===== src/bdfd_pkg.sv =====
`timescale 1ns / 1ps

package bdfd_pkg;

	// Number of decimal length digits in a frame header (1..5)
	localparam int LEN_DIGITS = 4;

	localparam int BYTE_W = 8;
	localparam int CHAN_W = 4;
	localparam int LEN_W  = 14;
	localparam int POS_W  = 3;

	// Length register saturates here
	localparam logic [LEN_W-1:0] LEN_MAX = {LEN_W{1'b1}};

	// Header positions
	localparam logic [POS_W-1:0] POS_HUNT = POS_W'(0);
	localparam logic [POS_W-1:0] POS_TAG  = POS_W'(1);
	localparam logic [POS_W-1:0] POS_CHAN = POS_W'(2);
	localparam logic [POS_W-1:0] POS_LEN0 = POS_W'(3);
	localparam logic [POS_W-1:0] POS_LAST = POS_W'(2 + LEN_DIGITS);

	// Header byte codes
	localparam logic [BYTE_W-1:0] ESC_BYTE = 8'h1B;
	localparam logic [BYTE_W-1:0] TAG_BYTE = 8'h5A;
	localparam logic [BYTE_W-1:0] CHR_0    = 8'h30;
	localparam logic [BYTE_W-1:0] CHR_9    = 8'h39;
	localparam logic [BYTE_W-1:0] CHR_A    = 8'h61;
	localparam logic [BYTE_W-1:0] CHR_F    = 8'h66;

	// Per-byte result flags, parse -> output stage
	typedef struct packed {
		logic              payload;
		logic              last;
		logic [CHAN_W-1:0] channel;
	} bdfd_res_t;

	function automatic logic is_dec(input logic [BYTE_W-1:0] b);
		return (b >= CHR_0) && (b <= CHR_9);
	endfunction

	function automatic logic is_hex(input logic [BYTE_W-1:0] b);
		return is_dec(b) || ((b >= CHR_A) && (b <= CHR_F));
	endfunction

	// Lowercase hex digit value; only meaningful when is_hex() holds
	function automatic logic [CHAN_W-1:0] hex_val(input logic [BYTE_W-1:0] b);
		logic [BYTE_W-1:0] v;
		v = is_dec(b) ? (b - CHR_0) : (b - CHR_A + BYTE_W'(10));
		return v[CHAN_W-1:0];
	endfunction

endpackage


===== src/bdfd_parse.sv =====
`timescale 1ns / 1ps

module bdfd_parse (
	input  logic                              clk,
	input  logic                              arst_n,
	input  logic                              adv,
	input  logic [bdfd_pkg::BYTE_W-1:0]       data,
	output bdfd_pkg::bdfd_res_t               res
);
	import bdfd_pkg::*;

	logic [POS_W-1:0]  pos_q, pos_d;
	logic              inpay_q, inpay_d;
	logic [CHAN_W-1:0] chan_q, chan_d;
	logic [LEN_W-1:0]  len_q, len_d;
	logic [LEN_W-1:0]  cnt_q, cnt_d;

	logic [POS_W-1:0]  pos_restart;
	logic [LEN_W-1:0]  acc;
	logic [LEN_W+3:0]  prod;
	logic [LEN_W-1:0]  len_new;
	logic [LEN_W-1:0]  cnt_inc;

	assign pos_restart = (data == ESC_BYTE) ? POS_TAG : POS_HUNT;

	// length accumulate: acc*10 + digit, saturating
	assign acc     = (pos_q == POS_LEN0) ? '0 : len_q;
	assign prod    = {1'b0, acc, 3'b000} + {3'b000, acc, 1'b0}
	                 + (LEN_W+4)'(data - CHR_0);
	assign len_new = (prod > (LEN_W+4)'(LEN_MAX)) ? LEN_MAX : prod[LEN_W-1:0];

	assign cnt_inc = (cnt_q < len_q) ? cnt_q + 1'b1 : cnt_q;

	always_comb begin
		pos_d       = pos_q;
		inpay_d     = inpay_q;
		chan_d      = chan_q;
		len_d       = len_q;
		cnt_d       = cnt_q;
		res.payload = 1'b0;
		res.last    = 1'b0;
		priority if (inpay_q) begin
			res.payload = 1'b1;
			cnt_d       = cnt_inc;
			if (cnt_inc >= len_q) begin
				res.last = 1'b1;
				inpay_d  = 1'b0;
			end
		end else if (pos_q == POS_HUNT) begin
			pos_d = pos_restart;
		end else if (pos_q == POS_TAG) begin
			pos_d = (data == TAG_BYTE) ? POS_CHAN : pos_restart;
		end else if (pos_q == POS_CHAN) begin
			if (is_hex(data)) begin
				chan_d = hex_val(data);
				pos_d  = POS_LEN0;
			end else begin
				pos_d = pos_restart;
			end
		end else if (pos_q <= POS_LAST && is_dec(data)) begin
			len_d = len_new;
			if (pos_q == POS_LAST) begin
				pos_d   = POS_HUNT;
				cnt_d   = '0;
				inpay_d = (len_new != '0);
			end else begin
				pos_d = pos_q + 1'b1;
			end
		end else begin
			pos_d = pos_restart;
		end
		res.channel = chan_d;
	end

	always_ff @(posedge clk or negedge arst_n) begin
		if (!arst_n) begin
			pos_q   <= POS_HUNT;
			inpay_q <= 1'b0;
			chan_q  <= '0;
			len_q   <= '0;
			cnt_q   <= '0;
		end else if (adv) begin
			pos_q   <= pos_d;
			inpay_q <= inpay_d;
			chan_q  <= chan_d;
			len_q   <= len_d;
			cnt_q   <= cnt_d;
		end
	end

endmodule


===== src/bulk_data_frame_deframer.sv =====
`timescale 1ns / 1ps

// Bulk data frame deframer. Each received byte (rx_byte) yields exactly one
// output transfer carrying the byte unchanged plus framing flags. The block
// hunts for a header of ESC, 'Z', one lowercase hex channel digit and
// LEN_DIGITS decimal length digits; the following <length> bytes come out
// with payload_valid set, channel_id of that header, and frame_end on the
// last one. A zero length closes the frame with no payload bytes. While in
// payload every byte counts, ESC included. Throughput is one byte per clock
// while out_stall is low: a byte sits in an input register, the framing
// decision is made combinationally against the deframer state, and the
// result lands in an output register that drives out_valid and the fields.
// Both sides use valid/stall; in_stall rises only when both registers are
// full and out_stall is high.

module bulk_data_frame_deframer (
	input  logic                             clk,
	input  logic                             arst_n,
	input  logic                             in_valid,
	output logic                             in_stall,
	input  logic [bdfd_pkg::BYTE_W-1:0]      rx_byte,
	output logic                             out_valid,
	input  logic                             out_stall,
	output logic                             payload_valid,
	output logic [bdfd_pkg::BYTE_W-1:0]      payload_byte,
	output logic [bdfd_pkg::CHAN_W-1:0]      channel_id,
	output logic                             frame_end
);
	import bdfd_pkg::*;

	// stage 1: captured input byte
	logic              vld_s1;
	logic [BYTE_W-1:0] byte_s1;
	// stage 2: result register
	logic              vld_s2;
	logic [BYTE_W-1:0] byte_s2;
	bdfd_res_t         res_s2;

	bdfd_res_t res;
	logic      load_s2;   // stage 1 byte moves to stage 2 (state advances)
	logic      load_s1;

	assign load_s2  = vld_s1 && (!vld_s2 || !out_stall);
	assign load_s1  = !vld_s1 || load_s2;
	assign in_stall = !load_s1;

	bdfd_parse u_parse (
		.clk    (clk),
		.arst_n (arst_n),
		.adv    (load_s2),
		.data   (byte_s1),
		.res    (res)
	);

	always_ff @(posedge clk or negedge arst_n) begin
		if (!arst_n) begin
			vld_s1 <= 1'b0;
			vld_s2 <= 1'b0;
		end else begin
			if (load_s1) begin
				vld_s1 <= in_valid;
			end
			if (load_s2) begin
				vld_s2 <= 1'b1;
			end else if (!out_stall) begin
				vld_s2 <= 1'b0;
			end
		end
	end

	// payload registers, no reset needed
	always_ff @(posedge clk) begin
		if (load_s1 && in_valid) begin
			byte_s1 <= rx_byte;
		end
		if (load_s2) begin
			byte_s2 <= byte_s1;
			res_s2  <= res;
		end
	end

	assign out_valid     = vld_s2;
	assign payload_valid = res_s2.payload;
	assign payload_byte  = byte_s2;
	assign channel_id    = res_s2.channel;
	assign frame_end     = res_s2.last;

endmodule


===== config.mk =====
export PLATFORM = sky130hd
export DESIGN_NAME = bulk_data_frame_deframer
export DESIGN_NICKNAME = d
export VERILOG_FILES = /design/src/bdfd_pkg.sv /design/src/bdfd_parse.sv /design/src/bulk_data_frame_deframer.sv
export SDC_FILE = /design/constraint.sdc
export NUM_CORES = 1
export LEC_CHECK = 0
export ABC_AREA = 0
export BUFFER_PORTS_ARGS = -buffer_cell sky130_fd_sc_hd__buf_2
export CAP_MARGIN = 40
export CORE_ASPECT_RATIO = 0.5
export CORE_MARGIN = 4
export CORE_UTILIZATION = 60
export CTS_CLUSTER_SIZE = 8
export DETAILED_ROUTE_END_ITERATION = 8
export PLACE_DENSITY = 0.79
export SETUP_SLACK_MARGIN = 0.2
export SYNTH_ARGS = -nofsm -noshare
export SYNTH_HDL_FRONTEND = slang
export SYNTH_SLANG_ARGS = --single-unit

===== constraint.sdc =====
create_clock -name clk -period 4.7 [get_ports clk]
set_input_delay 0.235 -clock clk [delete_from_list [all_inputs] [get_ports clk]]
set_output_delay 0.235 -clock clk [all_outputs]
set_load 0.02 [all_outputs]

# Word-level counts from Yosys, hierarchy flattened
# Cells that the tools add are included.
# op_classes
add_sub_neg	8
n_mul	0
div_mod_pow	0
n_lt_le_gt_ge	8
n_eq_ne	10
n_shift	0
mux	34
n_bitwise	4
n_reduce_logical	19
# ops
cell	count
14-bit two-way mux	9
4-bit two-way mux	6
3-bit two-way mux	7
17-bit by 15-bit adder with 18-bit output	1
18-bit adder	1
18-bit by 14-bit greater-than comparator with 1-bit output (second input constant)	1
14-bit by 1-bit adder with 14-bit output (second input constant)	1
14-bit greater-or-equal comparator	1
14-bit less-than comparator	1
14-bit nonzero test	1
6-bit AND reduction	2
1-bit two-way mux	11
8-bit by 6-bit subtractor with 9-bit output (second input constant)	1
8-bit by 5-bit equality test with 1-bit output (second input constant)	1
8-bit by 7-bit equality test with 1-bit output (second input constant)	1
8-bit by 6-bit greater-or-equal comparator with 1-bit output (second input constant)	1
8-bit by 7-bit greater-or-equal comparator with 1-bit output (second input constant)	1
8-bit by 6-bit less-or-equal comparator with 1-bit output (second input constant)	1
8-bit by 7-bit less-or-equal comparator with 1-bit output (second input constant)	1
2-bit by 1-bit inequality test with 1-bit output (second input constant)	4
4-bit by 1-bit subtractor with 4-bit output (second input constant)	2
3-bit by 2-bit equality test with 1-bit output (second input constant)	2
1-bit logical AND	5
4-bit adder (second input constant)	1
11 further kinds	20
# word_totals
ff_bits	60
latch_bits	0
ramBits	0
mem_bits_ro	0
input_bits	12
output_inout_bits	16
wordCells	95
mem_count	0

# Depth between registers and ports, before layout
# Gate-level depths: netlist of run 1.
# depth
depth_word	13
ltp_mapped	19
depth_no_buf	17

# Hierarchy
# From an unflattened synthesis of run 1, not the netlist that was laid out.
# unflattened
hier_cells	558
hier_area_um2	5083.6
# by_module_without_submodules
module	instances	cells_per_inst	area_per_inst_um2	seq_area_each_um2
bdfd_parse	1	528	4330.4	900.9
bulk_data_frame_deframer	1	30	753.2	710.7

# Worst setup path before layout of run 1
# OpenSTA, ideal clock, no wires.
# synth_path
path_kind	register to register
start	reg byte_s1[4]
end	reg u_parse.len_q[10]
setup_ns	0.135
t_arrival_ns	3.849
required_ns	4.565
slack_ns	0.716
stages_incl_launch_ff	16
n_path_buf	2
period_less_slack_ns	3.984
path_cell_list	edfxtp_1 ha_1 nor3_1 inv_1 fa_1 inv_1 ha_1 a2111oi_0 o21ai_0 a31oi_1 a21oi_1 xnor2_1 and4_1 clkbuf_1 buf_2 a31oi_1
# synth_via
elab_chain_cells	4
word_cells_on_any_way	9
cone_classes	add/sub: 2; order compare: 3; mux: 1; reduce/logical: 3
# synth_rtl
element	line_no	text
start, declared	bulk_data_frame_deframer.sv:33	logic [BYTE_W-1:0] byte_s1;
start signal, assigned	bulk_data_frame_deframer.sv:74	byte_s1 <= rx_byte;
8-bit by 6-bit subtractor with 9-bit output (tied with other cells)	bdfd_parse.sv:29	+ (LEN_W+4)'(data - CHR_0);
18-bit adder / 1-bit logical AND (equally long branches)	bdfd_parse.sv:29, bdfd_pkg.sv:39	
18-bit by 14-bit greater-than comparator with 1-bit output / 1-bit logical AND (equally long branches)	bdfd_parse.sv:30, bdfd_parse.sv:60	
14-bit two-way mux / 6-bit AND reduction (equally long branches)	-	
end signal, assigned	bdfd_parse.sv:86	len_q <= len_d;
end, declared	bdfd_parse.sv:15	logic [LEN_W-1:0] len_q, len_d;
# Parallel ways exist; a longest one is shown, timed or not.
# A chain may end at the register's enable or synchronous reset.

# Worst setup path in the final report of run 1
# layout_path
start	reg u_parse.cnt_q[11]
end	reg u_parse.inpay_q
# layout_via
elab_chain_cells	5
word_cells_on_any_way	6
cone_classes	add/sub: 1; order compare: 2; mux: 3
# layout_rtl
element	line_no	text
start, declared	bdfd_parse.sv:16	logic [LEN_W-1:0] cnt_q, cnt_d;
start signal, assigned	bdfd_parse.sv:87	cnt_q <= cnt_d;
14-bit by 1-bit adder with 14-bit output / 14-bit less-than comparator (equally long branches)	bdfd_parse.sv:32	assign cnt_inc = (cnt_q < len_q) ? cnt_q + 1'b1 : cnt_q;
14-bit two-way mux (*)	bdfd_parse.sv:32	
14-bit greater-or-equal comparator (*)	bdfd_parse.sv:45	if (cnt_inc >= len_q) begin
1-bit two-way mux (*)	bdfd_parse.sv:45	
1-bit two-way mux (*)	bdfd_parse.sv:42	priority if (inpay_q) begin
end signal, assigned	bdfd_parse.sv:84	inpay_q <= inpay_d;
end, declared	bdfd_parse.sv:13	logic inpay_q, inpay_d;
# Mark *: on every way between the ends. The rest lies on a longest branch, timed or not.

==> reports/results.tsv, run 1 <==
metric	value	unit
holdCritStartpoint	rx_byte[1]	
tightest_slew	0.738	ns
relSlewSlack	50.5	%
die_h	71.6	um
grt.total_usage	24.2	%
finish.utilization	71.8	%
die_area	9690	um2
drc	0	
cts_num_sinks	60	
worst_setup_path_end_kind	flip-flop	
synth_edf_count	22	
setup_viol	0	
initial_core_util	63.9	%
synth_cell_types	60	
period_share	89.2	%
skew	0.00594	ns
tns	0	ns
grt_overflow_total	0	
yosysWarnings	0	
syn_area	4860	um2
cts_root_buffer	clkbuf_16	
syn-instance-count	510	
fin_nets	618	
place_ws	0.295	ns
reg2reg_depth	17	
place.gp.congestion	0.928	
clk_pin_slew	0.05	ns
drtIter0Drc	310	
hold_viol_final	0	
n_antenna_cell	0	
grt_pass1_vias	3668	
grt_pass1_wl	18300	um
rows	22	
wirelength	10800	um
dr.pass1.iters	5	
fillers	557	
dp_hpwl	7940	um
power	0.00142	W
synth.ff_latch_count	60	
rrSetupSlack	0.51	ns
insertion_delay	0.34	ns
ant_nets	0	
powerDensity	259	nW/um2
r2r_end	u_parse.inpay_q$_DFFE_PN0P_	
detailroute.via_count	3895	
numCtsBuffers	9	
ios	28	
coreArea	7600	um2
r2r-start	u_parse.cnt_q[11]$_DFFE_PN0P_	
io_buffers	27	
start_kind	flip-flop	
critical_path_class	reg2reg	
antenna_found_initial	0	
cts_max_path_buffers	2	
holdPathEnd	byte_s1[1]$_DFFE_PP_	
min_path_cells	1	
worst_slack	0.510	ns
die_w	135	um
p_leak	2.57	nW
areaGrowthSynthToFinish	12.3	%
slew_viol_final	0	
wl_per_cell	16.6	um
max_freq	239	MHz
hold_path.class	in2reg	
via_per_inst	5.98	
synth_flop_cell	dfrtp_1	
crit_arrival	4.45	ns
rsz0062_at_grt	false	
required	4.96	ns
critPathMaxFanout	7	
seq_area_frac_synth	33.2	%
ir_drop	0.000216	V
synthArstFlopShare	63.3	%
htreeDepth	3	
cts_tree	yes	
finalCriticalPeriod	4.19	ns
cap_violations	0	
drive_gt1_share	13.1	%
post_cts_buffers	0	
status	completed	
synthesis.nets	590	
synth.avg_cell_area	9.52	um2
grt_max_degree	39	
==> worst max path at each step <==
stage	from	endpoint	slack, ns
finish	u_parse.cnt_q[11]$_DFFE_PN0P_	u_parse.inpay_q$_DFFE_PN0P_	0.51
floorplan	byte_s1[4]$_DFFE_PP_	u_parse.len_q[10]$_DFFE_PN0P_	0.72
global route	u_parse.cnt_q[11]$_DFFE_PN0P_	u_parse.inpay_q$_DFFE_PN0P_	0.25
global placement	byte_s1[5]$_DFFE_PP_	u_parse.len_q[0]$_DFFE_PN0P_	0.48
detailed placement	byte_s1[5]$_DFFE_PP_	u_parse.len_q[3]$_DFFE_PN0P_	0.30
CTS	byte_s1[5]$_DFFE_PP_	u_parse.len_q[3]$_DFFE_PN0P_	0.30
==> Yosys cell counts, drive strengths merged (8+ instances only) <==
| cell type | n | share of area [%] |
|---|---|---|
| o21ai | 26 | 2.7 |
| fa | 13 | 5.4 |
| inv | 59 | 4.6 |
| nand2b | 19 | 2.4 |
| xor2 | 9 | 1.6 |
| a21o | 12 | 1.9 |
| xnor2 | 22 | 4.0 |
| ha | 55 | 14 |
| a21oi | 19 | 2.0 |
| nor2 | 31 | 2.4 |
| dfrtp | 38 | 20 |
| and2 | 8 | 1.0 |
| clkbuf | 13 | 1.0 |
| o31ai | 9 | 1.4 |
| a31oi | 26 | 3.3 |
| nand3 | 12 | 1.5 |
| mux2 | 10 | 2.3 |
| nand2 | 30 | 2.3 |
| edfxtp | 22 | 14 |
==> report_power, final <==
group          internal [W]  switching [W]
combinational     0.0000486      0.0000922
sequential         0.000563      0.0000149
clock              0.000456       0.000241
==> cells by family (layout without fill, tap and decap cells) <==
logic type | Yosys count | after routing | share of synthesized area, %
AND/OR/NAND/NOR | 133 | 133 | 14.6
AO/OA/AOI/OAI | 131 | 131 | 18.4
buffers and inverters | 76 | 109 | 6.16
adder cells (fa/ha/maj) | 68 | 68 | 19.5
flip-flops | 60 | 60 | 33.2
XOR/XNOR | 31 | 31 | 5.59
multiplexers | 11 | 11 | 2.52
==> timing repair <==
action                     in CTS  in global routing
setup endpoints to repair       0                 15
hold buffers                    1                  0
gates resized for setup         0                  3
hold endpoints to repair       38                  0
==> final cells by class <==
class	instances	area, um2	share of cell area (%)
Tap cell	108	135	2.48
Inverter	59	221	4.06
Timing Repair Buffer	34	206	3.78
Clock inverter	5	56.3	1.03
Clock buffer	11	264	4.84
Sequential cell	60	1610	29.5
Multi-Input combinational cell	374	2960	54.3
==> cells in the final DEF (no fill, tap or decap), types with 3 or more instances in the layout <==
| cell | count |
|---|---|
| inv_1 | 58 |
| ha_1 | 55 |
| dfrtp_1 | 38 |
| nor2_1 | 31 |
| nand2_1 | 30 |
| buf_2 | 27 |
| a31oi_1 | 26 |
| o21ai_0 | 25 |
| xnor2_1 | 22 |
| edfxtp_1 | 22 |
| nand2b_1 | 19 |
| a21oi_1 | 19 |
| fa_1 | 13 |
| a21o_1 | 12 |
| mux2_2 | 10 |
| clkbuf_16 | 10 |
| nand3_1 | 9 |
| xor2_1 | 9 |
| o31ai_1 | 9 |
| and3_1 | 7 |
| and2_1 | 7 |
| nand4_1 | 7 |
| a211oi_1 | 6 |
| a41oi_1 | 5 |
| nor2b_1 | 4 |
| buf_4 | 4 |
| o2111ai_1 | 3 |
| nand3_2 | 3 |
| nand3b_1 | 3 |
| o22ai_1 | 3 |
==> registers in the layout (all words and copies together), names as in the netlist <==
register	count
vld_s1	1
payload_byte	8
u_parse.len_q	14
u_parse.inpay_q	1
frame_end	1
channel_id	4
u_parse.cnt_q	14
u_parse.chan_q	4
out_valid	1
payload_valid	1
u_parse.pos_q	3
byte_s1	8
==> worst max-delay path, stage by stage (launching register included) <==
cell and delay, ns:
dfrtp_1 0.44, ha_1 0.33, and3_1 0.20, a221o_1 0.34, a21o_1 0.22, a2111oi_4 0.42, buf_4 0.22, and2_1 0.31
nand2_1 0.14, xnor2_1 0.16, ha_1 0.32, nand4_1 0.13, a21oi_1 0.06, a211oi_1 0.24, o211ai_1 0.12, a21oi_1 0.18
o21ai_0 0.12, a31oi_1 0.15
==> routing by layer <==
metal	part of all wire [%]	track usage [%]
met5	0	0
met3	7.3	7.15
met4	1.3	6.93
met1	51	36.7
met2	40	33.1
==> per-stage QoR <==
step,hold WS [ns],cells,area [um2]
finish,0.0723,651,5460
global route,0.0578,651,5460
CTS,0.0632,651,5450
detailed placement,0.215,634,5120
global placement,0.380,632,5090
floorplan,-0.0606,510,4860
(Power assumes the default switching activity.)
==> inputs of run 2 (changes only) <==
- RECOVER_POWER: not set -> 50
==> run 2 against run 1 <==
The run now ends with max-capacitance violations, max-slew violations left. Utilization is 0.44 points lower. Critical path depth is the same. Global-route usage unchanged. Die area unchanged. Clock skew fell by 0.0011 ns. Register-to-register slack about the same. First-iteration DRC count up 29%. Flip-flop and latch count unchanged.
==> reports/results.tsv, run 2 (synthesized netlist as in run 1, its figures left out) <==
metric	value	unit
ant_nets	0	
skew	0.00489	ns
detailroute.via_count	3904	
setup_viol	0	
coreArea	7600	um2
finish.utilization	71.4	%
violations	max-capacitance violations, max-slew violations	
htreeDepth	3	
dr.pass1.iters	5	
rows	22	
grtUsageMet2	33.1	%
cts_num_sinks	60	
dp_cells	634	
p_comb_share	9.7	%
powerDensity	260	nW/um2
grt.total_usage	24.2	%
p_leak	2.52	nW
io_buffers	27	
status	finished with violations	
rsz0062_at_grt	false	
final_cell_mix	inv_1, ha_1, dfrtp_1, nor2_1, nand2_1	
drtIter0Drc	399	
place.gp.congestion	0.928	
final-seq-area	1610	um2
grt_pass1_wl	18300	um
grt_pass1_vias	3668	
clk_pin_slew	0.05	ns
critical_path.startpoint	u_parse.cnt_q[11]$_DFFE_PN0P_	
drive_gt1_share	10.7	%
ios	28	
slew_viol_final	39	
start_kind	flip-flop	
final_cells	651	
cp_slowest_cell	dfrtp_1	
hold_path.class	in2reg	
fin_nets	618	
fillers	569	
slowest_delay	0.45	ns
die_w	135	um
dp_hpwl	7940	um
holdCritStartpoint	rx_byte[1]	
drc	0	
tightest_slew	2.06	ns
crit_arrival	4.46	ns
cts_root_buffer	clkbuf_16	
die_area	9690	um2
wirelength	10900	um
ir_drop	0.000217	V
grtUsageMet1	36.7	%
path_cells	ha_1 > and3_1 > a221o_1 > a21o_1 > a2111oi_4 > buf_4 > and2_1 > nand2_1 > xnor2_1 > ha_1 > nand4_1 > a21oi_1 > a211oi_1 > o211ai_1 > a21oi_1 > o21ai_0 > a31oi_1	
cts_max_path_buffers	2	
worst_setup_path_end_kind	flip-flop	
die_h	71.6	um
seqPwrFrac	40.9	%
grt_max_degree	39	
gr-usage-met3	7.15	%
clock_power_share	49.3	%
relSlewSlack	-37.1	%
switching_power	0.000347	W
grt_overflow_total	0	
period_share	89.4	%
cts_tree	yes	
cap_violations	1	
top_usage_layer	met1	
critPathMaxFanout	7	
p_sw_share	24.6	%
n_antenna_cell	0	
antenna_found_initial	0	
areaGrowthSynthToFinish	11.6	%
wl_per_cell	16.7	um
critical_path_class	reg2reg	
required	4.96	ns
numCtsBuffers	9	
finalCriticalPeriod	4.20	ns
tns	0	ns
initial_core_util	63.9	%
r2r-start	u_parse.cnt_q[11]$_DFFE_PN0P_	
final_common_cell	inv_1	
via_per_inst	6.00	
largestRegisters	u_parse.cnt_q: 14 flops, u_parse.len_q: 14 flops	
multiInputGateArea	2960	um2
max_freq	238	MHz
p_int	0.00106	W
hold_viol_final	0	
insertion_delay	0.34	ns
run 2: final cells by class:
type | count | share of cell area (%)
tap | 108 | 2.49
clock inverter | 5 | 1.04
sequential | 60 | 29.7
clock buffer | 11 | 4.87
multi-input combinational | 374 | 54.6
inverter | 59 | 4.08
timing repair buffer | 34 | 3.18
run 2: final timing paths:
| kind | slack [ns] | depth (start not counted) | endpoint |
|---|---|---|---|
| min in group asynchronous | 1.11 | 3 | u_parse.cnt_q[10]$_DFFE_PN0P_ |
| worst max-delay path | 0.50 | 17 | u_parse.inpay_q$_DFFE_PN0P_ |
| worst min-delay path | 0.07 | 1 | byte_s1[1]$_DFFE_PP_ |
| worst max register to register | 0.50 | 17 | u_parse.inpay_q$_DFFE_PN0P_ |
| max in group asynchronous | 2.41 | 3 | u_parse.cnt_q[13]$_DFFE_PN0P_ |
| worst min register to register | 0.50 | 1 | out_valid$_DFFE_PN0P_ |
run 2: timing repair:
item	in CTS	in global routing
setup buffers	0	0
hold buffers	1	0
gates resized for setup	0	3
endpoints found under the setup margin	0	15
endpoints found under the hold margin	38	0
run 2: metal layers:
metal	share of wire [%]	wire, um
met3	7.0	763
met1	51	5530
met5	0	0
met4	1.3	137
met2	41	4450
run 2: stage by stage:
step | instance area (um2) | power (W) | worst slack, ns | hold WS [ns]
floorplan | 4860 | 0.000674 | 0.716 | -0.0606
global placement | 5090 | 0.000718 | 0.485 | 0.380
detailed placement | 5120 | 0.000723 | 0.295 | 0.215
CTS | 5450 | 0.00142 | 0.303 | 0.0632
global route | 5420 | 0.00147 | 0.245 | 0.0578
finish | 5420 | 0.00141 | 0.499 | 0.0723
run 2: power by group through the flow:
stage               logic [W]  registers, W  clock network (W)
finish               0.000137      0.000578           0.000696
CTS                  0.000139      0.000577           0.000707
global placement     0.000132      0.000586                  0
detailed placement   0.000137      0.000586                  0
floorplan           0.0000794      0.000595                  0
global route         0.000153      0.000580           0.000737
run 2: worst max-delay path, delay by kind of cell, from the launching register on:
| family | cells | cell delay, ns |
|---|---|---|
| AND/OR/NAND/NOR | 4 | 0.78 |
| flip-flops | 1 | 0.45 |
| AO/OA/AOI/OAI | 9 | 1.85 |
| XOR/XNOR | 1 | 0.16 |
| adder cells (fa/ha/maj) | 2 | 0.65 |
| buffers and inverters | 1 | 0.22 |
